File: config.mk
export PLATFORM = sky130hd
export DESIGN_NAME = format_string_integer_printer
export DESIGN_NICKNAME = d
export VERILOG_FILES = /design/src/fsip_pkg.sv /design/src/fsip_front.sv /design/src/fsip_cmd_queue.sv /design/src/fsip_back.sv /design/src/format_string_integer_printer.sv
export VERILOG_INCLUDE_DIRS = /design/src /design/src/src
export SDC_FILE = /design/constraint.sdc
export NUM_CORES = 2
export LEC_CHECK = 0
export ABC_AREA = 1
export BUFFER_PORTS_ARGS = -buffer_cell sky130_fd_sc_hd__buf_2
export CORE_MARGIN = 10
export CORE_UTILIZATION = 55
export CTS_BUF_LIST = sky130_fd_sc_hd__clkbuf_16
export DETAILED_ROUTE_END_ITERATION = 8
export PLACE_DENSITY_LB_ADDON = 0.1
export SYNTH_ARGS = -nofsm -noshare
export SYNTH_HDL_FRONTEND = slang
export SYNTH_SLANG_ARGS = --single-unit
File: constraint.sdc
create_clock -name clk_i -period 14.5 [get_ports clk_i]
set_input_delay 0 -clock clk_i [delete_from_list [all_inputs] [get_ports clk_i]]
set_output_delay 0 -clock clk_i [all_outputs]
set_load 0.01 [all_outputs]
File: src/format_string_integer_printer_assert.svh
// ----------------------------------------------------------------------------
// format_string_integer_printer_assert
// Assertion macros shared by the printer's RTL files. They expect clk_i and
// rst_ni in the scope of the module that uses them.
// ----------------------------------------------------------------------------
`ifndef FORMAT_STRING_INTEGER_PRINTER_ASSERT_SVH
`define FORMAT_STRING_INTEGER_PRINTER_ASSERT_SVH

// property checked at every clock edge outside reset
`define FSIP_ASSERT(lbl, prop, msg) \
  lbl: assert property (@(posedge clk_i) disable iff (!rst_ni) prop) else $error(msg);

// condition that must hold in the cycle after a trigger
`define FSIP_ASSERT_NEXT(lbl, pre, post, msg) \
  lbl: assert property (@(posedge clk_i) disable iff (!rst_ni) (pre) |=> (post)) else $error(msg);

`endif

File: src/fsip_pkg.sv
// ----------------------------------------------------------------------------
// fsip_pkg
// Shared types, constants and helpers of the integer format printer.
// ----------------------------------------------------------------------------
package fsip_pkg;

  localparam int unsigned MAX_LENGTH  = 1024;
  localparam int unsigned CMD_DEPTH   = 2;
  localparam int unsigned DIGIT_SLOTS = 10;
  localparam int unsigned HEX_DIGITS  = 8;

  localparam logic [7:0] CH_NUL     = 8'h00;
  localparam logic [7:0] CH_PERCENT = 8'h25;
  localparam logic [7:0] CH_MINUS   = 8'h2D;
  localparam logic [7:0] CH_ZERO    = 8'h30;
  localparam logic [7:0] CH_UPPER_A = 8'h41;
  localparam logic [7:0] CH_LOWER_C = 8'h63;
  localparam logic [7:0] CH_LOWER_D = 8'h64;
  localparam logic [7:0] CH_LOWER_X = 8'h78;

  // ceil(2^35 / 10): floor(v / 10) == (v * RECIP_DIV10) >> 35 for any 32-bit v
  localparam logic [31:0] RECIP_DIV10 = 32'hCCCC_CCCD;

  typedef enum logic [1:0] {
    CMD_CHAR,
    CMD_DEC,
    CMD_HEX,
    CMD_LEN
  } cmd_kind_e;

  typedef struct packed {
    cmd_kind_e   kind;
    logic [31:0] value;
  } cmd_t;

  function automatic logic [7:0] digit_char(input logic [3:0] d);
    logic [7:0] wide;
    wide = {4'b0000, d};
    if (d < 4'd10) begin
      return CH_ZERO + wide;
    end
    return CH_UPPER_A + wide - 8'd10;
  endfunction

endpackage

File: src/fsip_front.sv
// ----------------------------------------------------------------------------
// fsip_front
// Takes format bytes, tracks the pending '%' and turns each byte into at
// most one command for the back end.
// ----------------------------------------------------------------------------
module fsip_front (
  input  logic           clk_i,
  input  logic           rst_ni,
  input  logic           accept_i,
  input  logic [7:0]     fmt_char_i,
  input  logic [31:0]    arg_value_i,
  output logic           cmd_valid_o,
  output fsip_pkg::cmd_t cmd_o
);

  logic pending_q;
  logic pending_d;

  always_comb begin
    pending_d   = pending_q;
    cmd_valid_o = 1'b0;
    cmd_o.kind  = fsip_pkg::CMD_CHAR;
    cmd_o.value = {24'd0, fmt_char_i};
    if (fmt_char_i == fsip_pkg::CH_NUL) begin
      pending_d   = 1'b0;
      cmd_valid_o = accept_i;
      cmd_o.kind  = fsip_pkg::CMD_LEN;
    end else if (!pending_q) begin
      if (fmt_char_i == fsip_pkg::CH_PERCENT) begin
        pending_d = 1'b1;
      end else begin
        cmd_valid_o = accept_i;
      end
    end else if (fmt_char_i != fsip_pkg::CH_PERCENT) begin
      // a second percent keeps the flag armed
      pending_d = 1'b0;
      case (fmt_char_i)
        fsip_pkg::CH_LOWER_D: begin
          cmd_valid_o = accept_i;
          cmd_o.kind  = fsip_pkg::CMD_DEC;
          cmd_o.value = arg_value_i;
        end
        fsip_pkg::CH_LOWER_X: begin
          cmd_valid_o = accept_i;
          cmd_o.kind  = fsip_pkg::CMD_HEX;
          cmd_o.value = arg_value_i;
        end
        fsip_pkg::CH_LOWER_C: begin
          cmd_valid_o = accept_i;
          cmd_o.value = {24'd0, arg_value_i[7:0]};
        end
        default: begin
          cmd_valid_o = 1'b0;
        end
      endcase
    end
  end

  always_ff @(posedge clk_i or negedge rst_ni) begin
    if (!rst_ni) begin
      pending_q <= 1'b0;
    end else if (accept_i) begin
      pending_q <= pending_d;
    end
  end

endmodule

File: src/fsip_cmd_queue.sv
// ----------------------------------------------------------------------------
// fsip_cmd_queue
// Short first-in first-out queue of commands between front and back end.
// ----------------------------------------------------------------------------
module fsip_cmd_queue (
  input  logic           clk_i,
  input  logic           rst_ni,
  input  logic           wr_en_i,
  input  fsip_pkg::cmd_t wr_cmd_i,
  output logic           full_o,
  input  logic           rd_en_i,
  output logic           rd_valid_o,
  output fsip_pkg::cmd_t rd_cmd_o
);

  localparam int unsigned Depth = fsip_pkg::CMD_DEPTH;
  localparam int unsigned PtrW  = (Depth > 1) ? $clog2(Depth) : 1;
  localparam int unsigned CntW  = $clog2(Depth + 1);

  fsip_pkg::cmd_t       entry_q [Depth];
  logic [PtrW-1:0]      wr_ptr_q;
  logic [PtrW-1:0]      rd_ptr_q;
  logic [CntW-1:0]      count_q;
  logic                 do_wr;
  logic                 do_rd;

  assign full_o     = (count_q == CntW'(Depth));
  assign rd_valid_o = (count_q != '0);
  assign rd_cmd_o   = entry_q[rd_ptr_q];
  assign do_wr      = wr_en_i && !full_o;
  assign do_rd      = rd_en_i && rd_valid_o;

  always_ff @(posedge clk_i) begin
    if (do_wr) begin
      entry_q[wr_ptr_q] <= wr_cmd_i;
    end
  end

  always_ff @(posedge clk_i or negedge rst_ni) begin
    if (!rst_ni) begin
      wr_ptr_q <= '0;
      rd_ptr_q <= '0;
      count_q  <= '0;
    end else begin
      if (do_wr) begin
        wr_ptr_q <= (wr_ptr_q == PtrW'(Depth - 1)) ? '0 : wr_ptr_q + 1'b1;
      end
      if (do_rd) begin
        rd_ptr_q <= (rd_ptr_q == PtrW'(Depth - 1)) ? '0 : rd_ptr_q + 1'b1;
      end
      if (do_wr && !do_rd) begin
        count_q <= count_q + 1'b1;
      end else if (do_rd && !do_wr) begin
        count_q <= count_q - 1'b1;
      end
    end
  end

endmodule

File: src/fsip_back.sv
// ----------------------------------------------------------------------------
// fsip_back
// Carries out commands: echoes characters, converts numbers to digits,
// keeps the character count and drives the result register.
// ----------------------------------------------------------------------------
`include "format_string_integer_printer_assert.svh"

module fsip_back #(
  parameter int unsigned MaxLength = fsip_pkg::MAX_LENGTH
) (
  input  logic           clk_i,
  input  logic           rst_ni,
  input  logic           cmd_valid_i,
  input  fsip_pkg::cmd_t cmd_i,
  output logic           cmd_pop_o,
  output logic           empty_o,
  input  logic           pop_i,
  output logic [7:0]     out_char_o,
  output logic           is_length_o,
  output logic [10:0]    total_length_o,
  output logic           last_o
);

  localparam int unsigned CntW       = $clog2(MaxLength + 1);
  localparam int unsigned DigitSlots = fsip_pkg::DIGIT_SLOTS;
  localparam int unsigned HexDigits  = fsip_pkg::HEX_DIGITS;
  localparam int unsigned DigitW     = $clog2(DigitSlots);

  typedef enum logic [2:0] {
    ST_IDLE,
    ST_MUL,
    ST_DIV,
    ST_EMIT,
    ST_HEX
  } state_e;

  state_e            state_q;
  logic [CntW-1:0]   cnt_q;
  logic [31:0]       mag_q;
  logic [28:0]       quo_q;
  logic              neg_q;
  logic [DigitW-1:0] n_q;
  logic [DigitW-1:0] idx_q;
  logic [3:0]        dbuf_q [DigitSlots];

  logic              out_valid_q;
  logic [7:0]        out_char_q;
  logic              out_isl_q;
  logic [10:0]       out_len_q;
  logic              out_last_q;

  logic              out_free;
  logic              emit_en;
  logic [7:0]        emit_ch;
  logic              emit_isl;
  logic              emit_last;
  logic [63:0]       prod;
  logic [3:0]        rem;
  logic [DigitW-1:0] hex_top;
  logic [3:0]        hex_nib;

  assign out_free = !out_valid_q || pop_i;
  assign prod     = mag_q * fsip_pkg::RECIP_DIV10;
  assign rem      = mag_q[3:0] - 4'(quo_q[3:0] * 4'd10);
  assign hex_nib  = mag_q[{idx_q[2:0], 2'b00} +: 4];

  // highest nonzero nibble, zero when the whole word is zero
  always_comb begin
    hex_top = '0;
    for (int i = 0; i < HexDigits; i++) begin
      if (cmd_i.value[i*4 +: 4] != 4'd0) begin
        hex_top = DigitW'(i);
      end
    end
  end

  always_comb begin
    cmd_pop_o = 1'b0;
    emit_en   = 1'b0;
    emit_ch   = 8'd0;
    emit_isl  = 1'b0;
    emit_last = 1'b0;
    case (state_q)
      ST_IDLE: begin
        if (cmd_valid_i) begin
          if (cmd_i.kind inside {fsip_pkg::CMD_DEC, fsip_pkg::CMD_HEX}) begin
            cmd_pop_o = 1'b1;
          end else if (out_free) begin
            cmd_pop_o = 1'b1;
            emit_en   = 1'b1;
            emit_last = 1'b1;
            emit_isl  = (cmd_i.kind == fsip_pkg::CMD_LEN);
            emit_ch   = emit_isl ? 8'd0 : cmd_i.value[7:0];
          end
        end
      end
      ST_EMIT: begin
        if (out_free) begin
          emit_en = 1'b1;
          if (neg_q) begin
            emit_ch = fsip_pkg::CH_MINUS;
          end else begin
            emit_ch   = fsip_pkg::digit_char(dbuf_q[idx_q]);
            emit_last = (idx_q == '0);
          end
        end
      end
      ST_HEX: begin
        if (out_free) begin
          emit_en   = 1'b1;
          emit_ch   = fsip_pkg::digit_char(hex_nib);
          emit_last = (idx_q == '0);
        end
      end
      default: begin
        emit_en = 1'b0;
      end
    endcase
  end

  // digit scratch, least significant digit first
  always_ff @(posedge clk_i) begin
    if (state_q == ST_DIV) begin
      dbuf_q[n_q] <= rem;
    end
  end

  always_ff @(posedge clk_i or negedge rst_ni) begin
    if (!rst_ni) begin
      state_q     <= ST_IDLE;
      cnt_q       <= '0;
      mag_q       <= '0;
      quo_q       <= '0;
      neg_q       <= 1'b0;
      n_q         <= '0;
      idx_q       <= '0;
      out_valid_q <= 1'b0;
      out_char_q  <= '0;
      out_isl_q   <= 1'b0;
      out_len_q   <= '0;
      out_last_q  <= 1'b0;
    end else begin
      if (emit_en) begin
        out_valid_q <= 1'b1;
        out_char_q  <= emit_ch;
        out_isl_q   <= emit_isl;
        out_len_q   <= emit_isl ? 11'(cnt_q) : 11'd0;
        out_last_q  <= emit_last;
        if (emit_isl) begin
          cnt_q <= '0;
        end else if (cnt_q < CntW'(MaxLength)) begin
          cnt_q <= cnt_q + 1'b1;
        end
      end else if (pop_i) begin
        out_valid_q <= 1'b0;
      end

      case (state_q)
        ST_IDLE: begin
          if (cmd_pop_o && cmd_i.kind == fsip_pkg::CMD_DEC) begin
            neg_q   <= cmd_i.value[31];
            mag_q   <= cmd_i.value[31] ? (~cmd_i.value + 32'd1) : cmd_i.value;
            n_q     <= '0;
            state_q <= ST_MUL;
          end else if (cmd_pop_o && cmd_i.kind == fsip_pkg::CMD_HEX) begin
            mag_q   <= cmd_i.value;
            idx_q   <= hex_top;
            state_q <= ST_HEX;
          end
        end
        ST_MUL: begin
          quo_q   <= prod[63:35];
          state_q <= ST_DIV;
        end
        ST_DIV: begin
          mag_q <= {3'b000, quo_q};
          if (quo_q == '0 || n_q == DigitW'(DigitSlots - 1)) begin
            idx_q   <= n_q;
            state_q <= ST_EMIT;
          end else begin
            n_q     <= n_q + 1'b1;
            state_q <= ST_MUL;
          end
        end
        ST_EMIT: begin
          if (emit_en) begin
            if (neg_q) begin
              neg_q <= 1'b0;
            end else if (idx_q == '0) begin
              state_q <= ST_IDLE;
            end else begin
              idx_q <= idx_q - 1'b1;
            end
          end
        end
        ST_HEX: begin
          if (emit_en) begin
            if (idx_q == '0) begin
              state_q <= ST_IDLE;
            end else begin
              idx_q <= idx_q - 1'b1;
            end
          end
        end
        default: begin
          state_q <= ST_IDLE;
        end
      endcase
    end
  end

  assign empty_o        = !out_valid_q;
  assign out_char_o     = out_char_q;
  assign is_length_o    = out_isl_q;
  assign total_length_o = out_len_q;
  assign last_o         = out_last_q;

  `FSIP_ASSERT(a_cnt_sat, cnt_q <= CntW'(MaxLength), "character count above limit")
  `FSIP_ASSERT_NEXT(a_len_clears, emit_en && emit_isl, cnt_q == '0, "count kept after length")
  `FSIP_ASSERT(a_hex_idx, state_q != ST_HEX || idx_q < DigitW'(HexDigits), "hex digit out of range")
  `FSIP_ASSERT(a_div_slot, state_q != ST_DIV || n_q < DigitW'(DigitSlots), "digit slot overrun")

endmodule

File: src/format_string_integer_printer.sv
// ----------------------------------------------------------------------------
// format_string_integer_printer
// Integer printf formatter: %d, %x and %c over a byte stream of format text.
// ----------------------------------------------------------------------------
// Input side is a queue: drive fmt_char_i and arg_value_i with push while
// full is low; each transfer carries one format byte and its argument.
// Result side is a queue too: while empty is low the oldest result sits on
// out_char_o, is_length_o, total_length_o and last_o; pop takes it.
// last_o marks the final result of one input byte; a NUL byte yields one
// length result (is_length_o high) and starts a new string.
// A plain byte or %c passes through the command queue and the result
// register and leaves one result. %x emits its digits (up to 8) from the
// highest nonzero nibble down. %d divides by ten through the reciprocal
// multiplier, one ST_MUL and one ST_DIV step per digit (up to ten), then
// emits the sign and digits, most significant first, via one result register.
// A two entry command queue lets new bytes be taken while a conversion runs
// or a result waits; when the receiver stalls, the result holds and full
// rises once the queue fills. Reset clears the pending percent, the count
// and all queues; no startup sweep is needed.
// ----------------------------------------------------------------------------
module format_string_integer_printer #(
  parameter int unsigned MaxLength = fsip_pkg::MAX_LENGTH
) (
  input  logic        clk_i,
  input  logic        rst_ni,
  input  logic        push,
  output logic        full,
  input  logic [7:0]  fmt_char_i,
  input  logic [31:0] arg_value_i,
  output logic        empty,
  input  logic        pop,
  output logic [7:0]  out_char_o,
  output logic        is_length_o,
  output logic [10:0] total_length_o,
  output logic        last_o
);

  logic           accept;
  logic           fr_valid;
  fsip_pkg::cmd_t fr_cmd;
  logic           q_valid;
  fsip_pkg::cmd_t q_cmd;
  logic           q_pop;

  assign accept = push && !full;

  fsip_front u_front (
    .clk_i       (clk_i),
    .rst_ni      (rst_ni),
    .accept_i    (accept),
    .fmt_char_i  (fmt_char_i),
    .arg_value_i (arg_value_i),
    .cmd_valid_o (fr_valid),
    .cmd_o       (fr_cmd)
  );

  fsip_cmd_queue u_queue (
    .clk_i      (clk_i),
    .rst_ni     (rst_ni),
    .wr_en_i    (fr_valid),
    .wr_cmd_i   (fr_cmd),
    .full_o     (full),
    .rd_en_i    (q_pop),
    .rd_valid_o (q_valid),
    .rd_cmd_o   (q_cmd)
  );

  fsip_back #(
    .MaxLength (MaxLength)
  ) u_back (
    .clk_i          (clk_i),
    .rst_ni         (rst_ni),
    .cmd_valid_i    (q_valid),
    .cmd_i          (q_cmd),
    .cmd_pop_o      (q_pop),
    .empty_o        (empty),
    .pop_i          (pop),
    .out_char_o     (out_char_o),
    .is_length_o    (is_length_o),
    .total_length_o (total_length_o),
    .last_o         (last_o)
  );

endmodule

==> impl_metrics.env <==
export IMPL_layout_min_cycle_time_ns=7.66
export IMPL_cts_sinks=219
export IMPL_critPathMostFrequentCell="fa_1"
export IMPL_cp_arrival_ns=8.09
export IMPL_core_area_um2=53900
export IMPL_cp_required_ns=14.93
export IMPL_status="complete, no violations"
export IMPL_synthesis_nets=4445
export IMPL_crit_fanout=7
export IMPL_rsz0062_at_grt="false"
export IMPL_setup_viol=0
export IMPL_drive_gt1_share_pct=5.06
export IMPL_dr_total_vias=25100
export IMPL_diodes=0
export IMPL_clkSlewWorstSetupHoldPaths_ns=0.07
export IMPL_ys_flop_type="dfrtp_1"
export IMPL_cts_hold_fix_buffers=47
export IMPL_hold_viol=0
export IMPL_worst_setup_path_start_kind="register"
export IMPL_htree_levels=1
export IMPL_start_util_pct=55.6
export IMPL_dieArea_um2=64200
export IMPL_gp_congestion=1.03
export IMPL_avgSynthCellArea_um2=8.21
export IMPL_max_cap_violations=0
export IMPL_cts_inserted_buffers=23
export IMPL_die_h_um=253
export IMPL_end_kind="register"
export IMPL_die_w_um=253
export IMPL_portBuffers=66
export IMPL_yosysWarnings=0
export IMPL_synthArstFlopShare_pct=50.7
export IMPL_route_detailed_drc=0
export IMPL_drv_slew=0
export IMPL_ys_seq_elements=219
export IMPL_yosysUniqueCellTypes=48
export IMPL_synth_edff_count=108
export IMPL_grt_usage_pct=32.7
export IMPL_holdCritPathClass="input pin to async pin"
export IMPL_crit_slowest_cell="dfrtp_1"
export IMPL_seq_area_um2=6020
export IMPL_fmax_mhz=131
export IMPL_cts_buffer_depth=3
export IMPL_cts_resized=0
export IMPL_drt_vias_per_instance=5.61
export IMPL_antenna_found_initial=3
export IMPL_synth_area_um2=30000
export IMPL_setup_tns_ns=0
export IMPL_multiInputGateArea_um2=20300
export IMPL_grt_pass1_vias=26500
export IMPL_drtIter0Drc=1989
export IMPL_fin_nets=4546
export IMPL_syn_to_final_growth_pct=7.55
export IMPL_dp_final_hpwl_um=88300
export IMPL_io_pins=67
export IMPL_syn_inst=3654
export IMPL_cts_tree="yes"
export IMPL_drt_pass1_iter_count=8
export IMPL_cpPeakStageDelay_ns=0.84
export IMPL_fillers=4820
export IMPL_rows=85
export IMPL_postCtsSetupRepairBufs=0
export IMPL_grt_max_degree=67
export IMPL_overflow=0
export IMPL_clock_skew_final_ns=0.0176
export IMPL_yosysSeqAreaShare_pct=20.1
export IMPL_slew_headroom_pct=23.1
export IMPL_grt_pass1_wl_um=158000
export IMPL_cts_root_buffer="clkbuf_16"
export IMPL_ant_nets=0
export IMPL_avgRoutedWirePerCell_um=23.1
export IMPL_insertion_delay_ns=0.54
export IMPL_wl_um=103000
export IMPL_worst_pin_slew_ns=1.15
export IMPL_worstPathCellList="ha_1 -> inv_1 -> fa_1 -> inv_1 -> fa_1 -> inv_1 -> fa_1 -> inv_1 -> fa_1 -> fa_1 -> fa_1 -> fa_1 -> ha_1 -> nand2_1 -> nor2_1 -> inv_1 -> nor3_1 -> nand2_1 -> nor2_1 -> nand2_1 -> nand2_1 -> nand2_1 -> nand3_1 -> nand2_1"
export IMPL_fin_crit_sh_pct=52.8
export IMPL_crit_type="register to register"
-- per-layer routing --
layer / global-route usage [%] / wire length, um / vias up
li1: - / - / 11500
met1: 40.2 / 40400 / 12400
met2: 57.3 / 51400 / 1018
met3: 4.68 / 7070 / 198
met4: 12.6 / 4490 / 4
met5: 0 / 27 / -
-- layout make-up --
type	count	share of cell area [%]
flip-flops and latches	219	18.7
inverters	891	10.4
repair buffers	131	2.91
multi-input cells	2489	63.0
well taps	696	2.70
clock inverters	19	0.516
clock buffers	23	1.78
-- synthesized netlist by cell type, types with 6 or more instances --
cell type,n,area [um^2]
inv_2,11,41.3
buf_1,6,22.5
nand3b_1,7,52.6
o211ai_1,10,75.1
o21ai_2,11,96.3
ha_1,360,4500
clkbuf_1,22,82.6
nand4_1,28,175
buf_2,18,90.1
xnor2_1,16,140
o22ai_1,10,62.6
fa_1,387,7750
or2_2,9,56.3
a21oi_1,136,681
nor2_2,7,43.8
dfrtp_1,111,2780
nand2_2,12,75.1
nor4_1,9,56.3
a21o_1,12,90.1
xor2_1,47,412
o21ai_1,36,180
nand3_1,153,766
inv_1,879,3300
buf_6,8,90.1
nor3_1,30,150
nor2_1,276,1040
o21ai_0,146,731
o21bai_1,14,105
nand2_1,740,2780
edfxtp_1,108,3240
-- placed cells by master, fill, tap and decap left out, types with 11 or more instances in the layout --
cell           count
inv_1            883
nand2_1          740
fa_1             387
ha_1             360
nor2_1           274
nand3_1          153
o21ai_0          146
a21oi_1          136
dfrtp_1          111
edfxtp_1         108
buf_2             65
xor2_1            47
dlygate4sd3_1     47
o21ai_1           36
nor3_1            30
nand4_1           28
clkbuf_16         23
buf_4             19
xnor2_1           16
o21bai_1          14
a21o_1            12
inv_2             12
nand2_2           12
o21ai_2           11
-- cells by family (layout without fill, tap and decap cells) --
group / after synthesis / count (layout) / synth area share (%)
AOI/OAI and AO/OA: 383 / 383 / 6.97
and+or+nand+nor: 1291 / 1291 / 17.9
adders and majority gates: 747 / 747 / 40.9
xor gates and xnor gates: 63 / 63 / 1.84
muxes: 5 / 5 / 0.179
buffers and inverters: 946 / 1064 / 12.1
DFF: 219 / 219 / 20.1
-- through the flow --
step | setup slack, ns | cell area [um^2] | util, % | cells | hold WS (ns)
floorplan | 8.60 | 30000 | - | 3654 | -0.296
global placement | 6.92 | 31000 | 57.6 | 4379 | 0.0338
detailed placement | 7.03 | 31000 | 57.6 | 4379 | 0.0357
CTS | 6.98 | 32200 | 59.8 | 4468 | 0.00444
global route | 6.68 | 32200 | 59.8 | 4468 | 0.0782
finish | 6.84 | 32200 | 59.8 | 4468 | 0.0469
-- worst max-delay path, delay by kind of cell (launching register included) --
family	cells	cell delay, ns
buf+inv	5	0.45
fa+ha+maj	9	4.50
simple gates	10	1.74
flops	1	0.84
-- path summary, 6_finish.rpt --
path | to | startpoint | slack (ns) | cells after the start
setup reg to reg | u_back.quo_q[17]$_DFFE_PN0P_ | u_back.mag_q[20]$_DFFE_PN0P_ | 6.84 | 24
setup / recovery | u_back.quo_q[17]$_DFFE_PN0P_ | u_back.mag_q[20]$_DFFE_PN0P_ | 6.84 | 24
hold / removal | u_back.out_char_o[4]$_DFFE_PN0P_ | rst_ni | 0.05 | 2
max in group asynchronous | u_back.quo_q[9]$_DFFE_PN0P_ | rst_ni | 12.99 | 3
min in group clk_i | u_queue.entry_q[1][33]$_DFFE_PP_ | fmt_char_i[1] | 0.05 | 6
hold reg to reg | u_back.is_length_o$_DFFE_PN0P_ | u_back.is_length_o$_DFFE_PN0P_ | 0.48 | 2
-- state kept, by name, summed over array words and instances (netlist names) --
signal and cells:
u_queue.entry_q 68, u_back.dbuf_q 40, u_back.mag_q 32, u_back.quo_q 29, u_back.cnt_q 11, u_back.total_length_o 11
u_back.out_char_o 8, u_back.idx_q 4, u_back.n_q 4, u_back.state_q 3, u_queue.count_q 2, u_back.is_length_o 1
u_back.last_o 1, u_back.neg_q 1, u_back.out_valid_q 1, u_front.pending_q 1, u_queue.rd_ptr_q 1, u_queue.wr_ptr_q 1
Power is not shown: default switching activity piles up to over one toggle a cycle in this logic, so the estimate is an artifact.
